===== config.mk =====
export PLATFORM = sky130hd
export DESIGN_NAME = sirf_ctrl
export DESIGN_NICKNAME = d
export VERILOG_FILES = /design/src/sv/sirf_pkg.sv /design/src/sv/sirf_ctrl.sv
export SDC_FILE = /design/constraint.sdc
export NUM_CORES = 1
export LEC_CHECK = 0
export BUFFER_PORTS_ARGS = -buffer_cell sky130_fd_sc_hd__buf_2
export CORE_AREA = 2 2 39 41
export CTS_CLUSTER_SIZE = 10
export DETAILED_ROUTE_END_ITERATION = 6
export DIE_AREA = 0 0 41 43
export PLACE_DENSITY = 0.5
export SLEW_MARGIN = 10
export SYNTH_ARGS = -nofsm -noshare
export SYNTH_HDL_FRONTEND = slang
export SYNTH_SLANG_ARGS = --single-unit

===== constraint.sdc =====
create_clock -name i_clk -period 1.87 [get_ports i_clk]
set_clock_uncertainty 0.15 [all_clocks]
set_input_delay 0.0935 -clock i_clk [delete_from_list [all_inputs] [get_ports i_clk]]
set_output_delay 0.0935 -clock i_clk [all_outputs]
set_load 0.01 [all_outputs]

===== src/sv/sirf_pkg.sv =====
package sirf_pkg;

    // Image side and the index widths that follow from it
    localparam int SIDE   = 32;
    localparam int IDX_W  = (SIDE > 1) ? $clog2(SIDE) : 1;
    localparam int DEPTH  = SIDE * SIDE;
    localparam int ADDR_W = $clog2(DEPTH);

    // Fixed field widths of the channels
    localparam int CMD_W   = 2;
    localparam int COORD_W = 5;
    localparam int PIX_W   = 8;
    localparam int OP_W    = 2;
    localparam int CNT_W   = 8;

    // Command codes
    localparam logic [CMD_W-1:0] CMD_WRITE = 2'd0;
    localparam logic [CMD_W-1:0] CMD_XFORM = 2'd1;
    localparam logic [CMD_W-1:0] CMD_READ  = 2'd2;

    // Transform codes
    localparam logic [OP_W-1:0] OP_ROT_CW  = 2'd0;
    localparam logic [OP_W-1:0] OP_ROT_CCW = 2'd1;
    localparam logic [OP_W-1:0] OP_FLIP_TB = 2'd2;
    localparam logic [OP_W-1:0] OP_FLIP_LR = 2'd3;

    // Commands from the controller to the datapath
    typedef struct packed {
        logic             wr_en;
        logic             xform_en;
        logic             row_load;
        logic             rd_en;
        logic [IDX_W-1:0] rd_col;
    } t_dp_cmd;

    // Status from the datapath to the controller
    typedef struct packed {
        logic row_ok;
        logic col_ok;
        logic out_free;
    } t_dp_stat;

    // Map a position of the current image to a memory address
    function automatic logic [ADDR_W-1:0] phys_addr(
        input logic [IDX_W-1:0] r,
        input logic [IDX_W-1:0] c,
        input logic [1:0]       turns,
        input logic             mirror
    );
        logic [IDX_W-1:0] max_idx;
        logic [IDX_W-1:0] pr;
        logic [IDX_W-1:0] pc;
        max_idx = IDX_W'(SIDE - 1);
        unique case (turns)
            2'd0: begin
                pr = r;
                pc = c;
            end
            2'd1: begin
                pr = max_idx - c;
                pc = r;
            end
            2'd2: begin
                pr = max_idx - r;
                pc = max_idx - c;
            end
            default: begin
                pr = c;
                pc = max_idx - r;
            end
        endcase
        if (mirror) begin
            pc = max_idx - pc;
        end
        return ADDR_W'(ADDR_W'(pr) * ADDR_W'(SIDE) + ADDR_W'(pc));
    endfunction

endpackage


===== src/sv/sirf_ctrl.sv =====
module sirf_ctrl import sirf_pkg::*; (
    input  logic             i_clk,
    input  logic             i_rst_n,
    input  logic             i_in_valid,
    input  logic [CMD_W-1:0] i_cmd,
    input  t_dp_stat         i_stat,
    output logic             o_in_ready,
    output t_dp_cmd          o_cmd
);
    typedef enum logic {
        ST_IDLE,
        ST_READ
    } t_state;

    t_state           r_state, n_state;
    logic [IDX_W-1:0] r_col, n_col;
    logic             r_in_ready, n_in_ready;
    logic             accept;
    logic             issue;

    assign accept = i_in_valid && r_in_ready;
    assign issue  = (r_state == ST_READ) && i_stat.out_free;

    always_comb begin
        n_state    = r_state;
        n_col      = r_col;
        n_in_ready = r_in_ready;
        unique case (r_state)
            ST_IDLE: begin
                if (accept && i_cmd == CMD_READ && i_stat.row_ok) begin
                    n_state    = ST_READ;
                    n_col      = '0;
                    n_in_ready = 1'b0;
                end
            end
            ST_READ: begin
                if (issue) begin
                    // advance through the row, drop back to idle after the last column
                    n_col = r_col + 1'b1;
                    if (r_col == IDX_W'(SIDE - 1)) begin
                        n_state    = ST_IDLE;
                        n_in_ready = 1'b1;
                    end
                end
            end
            default: begin
                n_state    = ST_IDLE;
                n_in_ready = 1'b1;
            end
        endcase
    end

    always_ff @(posedge i_clk) begin
        if (!i_rst_n) begin
            r_state    <= ST_IDLE;
            r_col      <= '0;
            r_in_ready <= 1'b1;
        end else begin
            r_state    <= n_state;
            r_col      <= n_col;
            r_in_ready <= n_in_ready;
        end
    end

    assign o_in_ready     = r_in_ready;
    assign o_cmd.wr_en    = accept && i_cmd == CMD_WRITE && i_stat.row_ok && i_stat.col_ok;
    assign o_cmd.xform_en = accept && i_cmd == CMD_XFORM;
    assign o_cmd.row_load = accept && i_cmd == CMD_READ;
    assign o_cmd.rd_en    = issue;
    assign o_cmd.rd_col   = r_col;
endmodule


==> flow_metrics.py, run 1 <==
metrics = {
    "clocking": {
        "cts_num_sinks": 7,
        "cts_tree": "built",
        "clk_pin_slew_ns": 0.05,
        "postCtsSetupBuffers": 0,
        "cts_max_path_buffers": 2,
        "htreeDepth": 1,
        "root_buffer": "clkbuf_4",
        "cts_made_buffers": 3,
        "clk_latency_ns": 0.25,
    },
    "critical_path": {
        "endpoint_kind": "flop",
        "crit_arrival_ns": 1.39,
        "path_max_fanout": 5,
        "r2r-start": "r_col[0]",
        "cp-startpoint": "r_col[0]",
        "crit_required_ns": 1.84,
        "criticalPathCategory": "flop to flop",
        "crit_path_start_kind": "flop",
    },
    "sta": {
        "setup-violations-final": 0,
        "tightest_slew_ns": 0.371,
        "timing.fmax_mhz": 703,
        "fin_tns_setup_ns": 0,
        "hold_ws_ns": 0.0170,
        "min_period_ns": 1.42,
        "maxSlewHeadroom_pct": 75.2,
        "rsz0062_at_grt": "false",
        "finalCritPeriodShare_pct": 76.0,
        "setup_ws_ns": 0.448,
        "maxSlewViolCount": 0,
        "hold_viol_final": 0,
    },
    "route": {
        "routed_wirelength_um": 799,
        "drc": 0,
        "wl_per_cell_um": 9.86,
        "vias": 389,
        "vias_per_cell": 4.80,
        "drt_iter0_drc": 4,
        "drt_pass1_iterations": 3,
        "ant_nets": 0,
    },
    "logic_synthesis": {
        "synth.top_cell.area_share_pct": 38.4,
        "synthAdderAreaFrac_pct": 6.85,
        "synth_xor_area_share_pct": 2.40,
        "syn_area_per_cell_sq_um": 8.30,
        "yosysWarningCount": 0,
        "syn-num-nets": 54,
        "yosys-top-cells-area": "dfxtp_1 38%, nand3_1 9.6%, ha_1 6.8%",
        "synthMuxAreaShare_pct": 0,
        "yosys.area.top_type": "dfxtp_1",
        "synth_top_family_by_area": "simple AND/OR/NAND/NOR gates",
        "synth-simple-area-share_pct": 32.5,
        "synth_compound_area_share_pct": 14.7,
        "synth_area_sq_um": 365,
        "yosysSeqAreaShare_pct": 38.4,
        "ys_seq_elements": 7,
        "yosysUniqueCellTypes": 21,
        "synth_cells": 44,
    },
    "final_layout": {
        "final_cell_mix": "17 x buf_2, 7 x nand3_1, 7 x dfxtp_1",
        "syn2layout_area_growth_pct": 38.4,
        "drive_gt1_share_pct": 32.3,
        "n_fill_cell": 153,
        "layout_commonest_cell": "buf_2",
        "seqCellArea_sq_um": 140,
        "final_nets": 76,
        "multiInputGateArea_sq_um": 206,
        "fin_cells": 81,
        "antenna_cells": 0,
    },
    "floorplanning": {
        "die_h_um": 43,
        "fp.coreArea_sq_um": 1380,
        "die_w_um": 41,
        "die-area_sq_um": 1760,
        "start_util_pct": 26.4,
        "io_pins": 18,
        "core.rowCount": 14,
    },
    "placed_design": {
        "dp_slack_ns": 0.462,
        "dp.cells": 75,
        "gp_congestion": 0.637,
        "hpwl_um": 629,
        "numPortBuffers": 17,
    },
    "global_routing": {
        "grt_pass1_vias": 350,
        "grt_max_degree": 11,
        "grt_usage_pct": 11.5,
        "grt_pass1_wl_um": 1340,
        "overflow": 0,
        "antenna_found_initial": 0,
    },
    "status": {
        "outcome": "finished clean",
    },
    "pwr": {
        "p_per_area_nw_per_um2": 636,
        "vdd_ir_drop_max_v": 0.000247,
        "power_leakage_uw": 0.000241,
    },
    "flow_run": {
        "drv_cap": 0,
    },
    "min_path": {
        "hold_start": "i_in_valid",
        "hp-class": "input pin to flop",
    },
}
-- per-stage QoR --
step	total power (uW)	area (sq um)	utilization, %
global placement	188	459	33.2
CTS	330	505	36.5
detailed placement	188	459	33.2
finish	322	505	36.5
floorplan	173	365	-
global route	342	505	36.5
-- kinds of logic after synthesis --
family / count (synthesis)
flip-flops: 7
XOR/XNOR: 1
buffers and inverters: 4
AO/OA/AOI/OAI: 9
adder cells (fa/ha/maj): 2
AND/OR/NAND/NOR: 21
-- synth_stat cells --
cell	n
a21oi_1	1
nand2b_1	1
buf_4	1
xor2_1	1
nand2_2	1
nand4bb_1	1
nor3b_1	3
nand2_1	4
and3_1	1
o22ai_1	3
nor2_1	1
o21a_1	1
o21ai_0	3
ha_1	2
nand3_1	7
inv_1	2
buf_1	1
dfxtp_1	7
a21boi_0	1
nor4_1	1
or3_1	1
-- power breakdown --
part	internal (uW)	switching (uW)
Combinational	16.6	17.7
Clock	81.2	52.7
Sequential	152	2.01
-- registers in the layout, indices dropped and copies added (netlist names) --
signal	count
r_col	5
o_in_ready	1
r_state	1
-- repair_timing --
item                      4_1_cts  5_1_grt
gates resized for setup         0        0
hold buffers                    2        0
hold endpoints to repair        1        0
-- per-layer routing --
layer,vias up,GRT usage (%),part of all wire (%),routed length (um)
met1,179,13.2,42,337
met2,9,16.6,52,418
li1,201,-,-,-
met4,0,4.00,0,0
met5,-,0,0,0
met3,0,7.85,5.4,43
-- worst max-delay path, stage by stage (launching register included) --
cell     delay [ns]
dfxtp_1        0.34
ha_1           0.22
and3_1         0.18
ha_1           0.27
nand2_1        0.07
o22ai_1        0.07
-- final timing paths --
| check | cells past startpoint | endpoint | slack, ns |
|---|---|---|---|
| setup / recovery | 5 | r_col[4] | 0.45 |
| setup reg to reg | 5 | r_col[4] | 0.45 |
| hold reg to reg | 2 | r_col[3] | 0.34 |
| hold / removal | 4 | o_in_ready | 0.02 |
-- area by class of cell --
cell class,instances,share of cell area [%]
Multi-Input combinational cell,33,40.8
Sequential cell,7,27.7
Inverter,2,1.49
Clock buffer,4,5.20
Timing Repair Buffer,19,20.8
Tap cell,16,3.96
(Power assumes the default switching activity.)
==> inputs of run 2 (changes only) <==
--- a/config.mk
+++ b/config.mk
@@ -10,7 +10,7 @@
 export CTS_CLUSTER_SIZE = 10
 export DETAILED_ROUTE_END_ITERATION = 6
 export DIE_AREA = 0 0 41 43
-export PLACE_DENSITY = 0.5
+export PLACE_DENSITY = 0.52
 export SLEW_MARGIN = 10
 export SYNTH_ARGS = -nofsm -noshare
 export SYNTH_HDL_FRONTEND = slang
==> constraint.sdc (replaced) <==
create_clock -name i_clk -period 1.2 [get_ports i_clk]
set_clock_uncertainty 0.15 [all_clocks]
set_input_delay 0.06 -clock i_clk [delete_from_list [all_inputs] [get_ports i_clk]]
set_output_delay 0.06 -clock i_clk [all_outputs]
set_load 0.01 [all_outputs]
==> run 2 against run 1 <==
Effect of this change: the flow now finishes with violations (negative setup slack); via count up 11%; highest routed layer is now met4; die area stayed put; power is 66% higher; global-route usage is 2.5 points higher; maximum frequency rose by 10%; sequential power increased by 53%; clock-buffer cell count is the same; setup slack got worse by 0.54 ns.
==> flow_metrics.py, run 2 (synthesis gave the netlist of run 1 again) <==
metrics = {
    "status": {
        "outcome": "complete, but fails checks",
        "violations": "negative setup slack",
    },
    "sta": {
        "hold_viol_final": 0,
        "maxSlewHeadroom_pct": 87.5,
        "maxSlewViolCount": 0,
        "setup-violations-final": 5,
        "timing.fmax_mhz": 775,
        "hold_ws_ns": 0.0448,
        "setup_ws_ns": -0.0897,
        "rsz0062_at_grt": "true",
        "finalCritPeriodShare_pct": 107,
        "tightest_slew_ns": 0.187,
        "min_period_ns": 1.29,
    },
    "clocking": {
        "clk_latency_ns": 0.25,
        "cts_tree": "built",
        "cts_num_sinks": 7,
        "clk_pin_slew_ns": 0.05,
        "root_buffer": "clkbuf_4",
        "cts_made_buffers": 3,
        "htreeDepth": 1,
        "cts_max_path_buffers": 2,
    },
    "critical_path": {
        "r2r-end": "r_state",
        "endpoint_kind": "flop",
        "path_max_fanout": 2,
        "cp_top_family": "flip-flops",
        "worstPathCellList": "ha_4, and3_4, ha_4, a21boi_1, o21a_1",
        "max_stage_delay_ns": 0.35,
        "reg2reg_setup_slack_ns": -0.09,
        "crit_required_ns": 1.25,
        "criticalPathCategory": "flop to flop",
        "slowest_stage": "dfxtp_4",
        "crit_buf_inv": 0,
        "ff2ff_path_depth": 5,
        "r2r-start": "r_col[0]",
        "crit_arrival_ns": 1.34,
        "crit_path_start_kind": "flop",
        "path_common_cell": "ha_4",
    },
    "route": {
        "routed_wirelength_um": 1050,
        "drt_iter0_drc": 3,
        "wl_per_cell_um": 11.6,
        "drt_pass1_iterations": 4,
        "vias_per_cell": 4.78,
        "vias": 430,
        "drc": 0,
        "ant_nets": 0,
    },
    "floorplanning": {
        "io_pins": 18,
        "die_w_um": 41,
        "die_h_um": 43,
        "core.rowCount": 14,
        "fp.coreArea_sq_um": 1380,
        "start_util_pct": 26.4,
        "die-area_sq_um": 1760,
    },
    "final_layout": {
        "syn2layout_area_growth_pct": 84.6,
        "drive_gt1_share_pct": 63.5,
        "largest_register": "r_col",
        "utilization_pct": 48.7,
        "layout_commonest_cell": "buf_2",
        "largest_register_ffs": 5,
        "antenna_cells": 0,
        "final_nets": 85,
        "final_cell_mix": "17 x buf_2, 7 x buf_4, 5 x nand3_1",
        "fin_cells": 90,
        "n_fill_cell": 144,
    },
    "placed_design": {
        "numPortBuffers": 17,
        "dp_slack_ns": -0.0816,
        "hpwl_um": 732,
        "dp.cells": 81,
        "gp_congestion": 0.699,
    },
    "pwr": {
        "finalPower_uw": 533,
        "power_leakage_uw": 0.000292,
        "p_per_area_nw_per_um2": 791,
        "vdd_ir_drop_max_v": 0.000448,
    },
    "flow_run": {
        "drv_cap": 0,
    },
    "min_path": {
        "hp-class": "input pin to flop",
        "whs_path_depth": 3,
        "hold_end": "r_state",
        "hold_start": "i_stat[0]",
    },
    "global_routing": {
        "grt_pass1_vias": 331,
        "overflow": 0,
        "grt_max_degree": 11,
        "grt_usage_pct": 14.1,
        "grt_pass1_wl_um": 1550,
        "antenna_found_initial": 0,
    },
}
## run 2: cell types whose count changed in the layout (fill, tap and decap cells not counted), sizes merged
cell	change
buf	+8
dlygate4sd3	+1
## run 2: cell type report
cell class	count	area [sq um]	share of cell area, %
repair buffers	28	179	26.5
clock buffers	4	26.3	3.90
multi-input cells	33	292	43.2
well taps	16	20.0	2.97
flip-flops and latches	7	150	22.3
inverters	2	7.51	1.11
## run 2: routing by layer
layer  GRT usage (%)  vias up  routed length (um)
li1                -      220                   -
met1            16.1      199                 421
met2            19.7        9                 551
met3            9.42        2                  63
met4            6.00        0                  11
met5               0        -                   0
## run 2: worst max path at each step
stage	end	slack (ns)	cells after the start	startpoint
3_5_place_dp	r_state	-0.08	5	r_col[1]
5_1_grt	r_state	-0.13	5	r_col[0]
3_3_place_gp	r_col[4]	-0.06	5	r_col[1]
6_report	r_state	-0.09	5	r_col[0]
2_1_floorplan	r_col[4]	-0.07	5	r_col[1]
4_1_cts	r_col[4]	-0.10	5	r_col[1]
## run 2: power breakdown
part | switching (uW) | internal (uW) | total (uW)
clock | 91.6 | 127 | 219
sequential | 3.57 | 233 | 236
combinational | 38.6 | 39.6 | 78.2
## run 2: worst min-delay path, stage by stage
cell and delay (ns):
buf_2 0.12, a21boi_1 0.07, o21a_1 0.16
## run 2: repair_timing
item                                   in CTS  in global routing
setup buffers                               1                  1
cloned                                      0                  0
endpoints found under the hold margin       4                  2
setup endpoints to repair                   8                 11
pin swaps                                   3                  6
gates resized for setup                     6                  9
## run 2: through the flow
stage	TNS [ns]	instance area, sq um
final	-0.234	674
after CTS	-0.280	598
after floorplan	-0.167	408
after global routing	-0.697	674
after detailed placement	-0.196	547
after global placement	-0.118	547
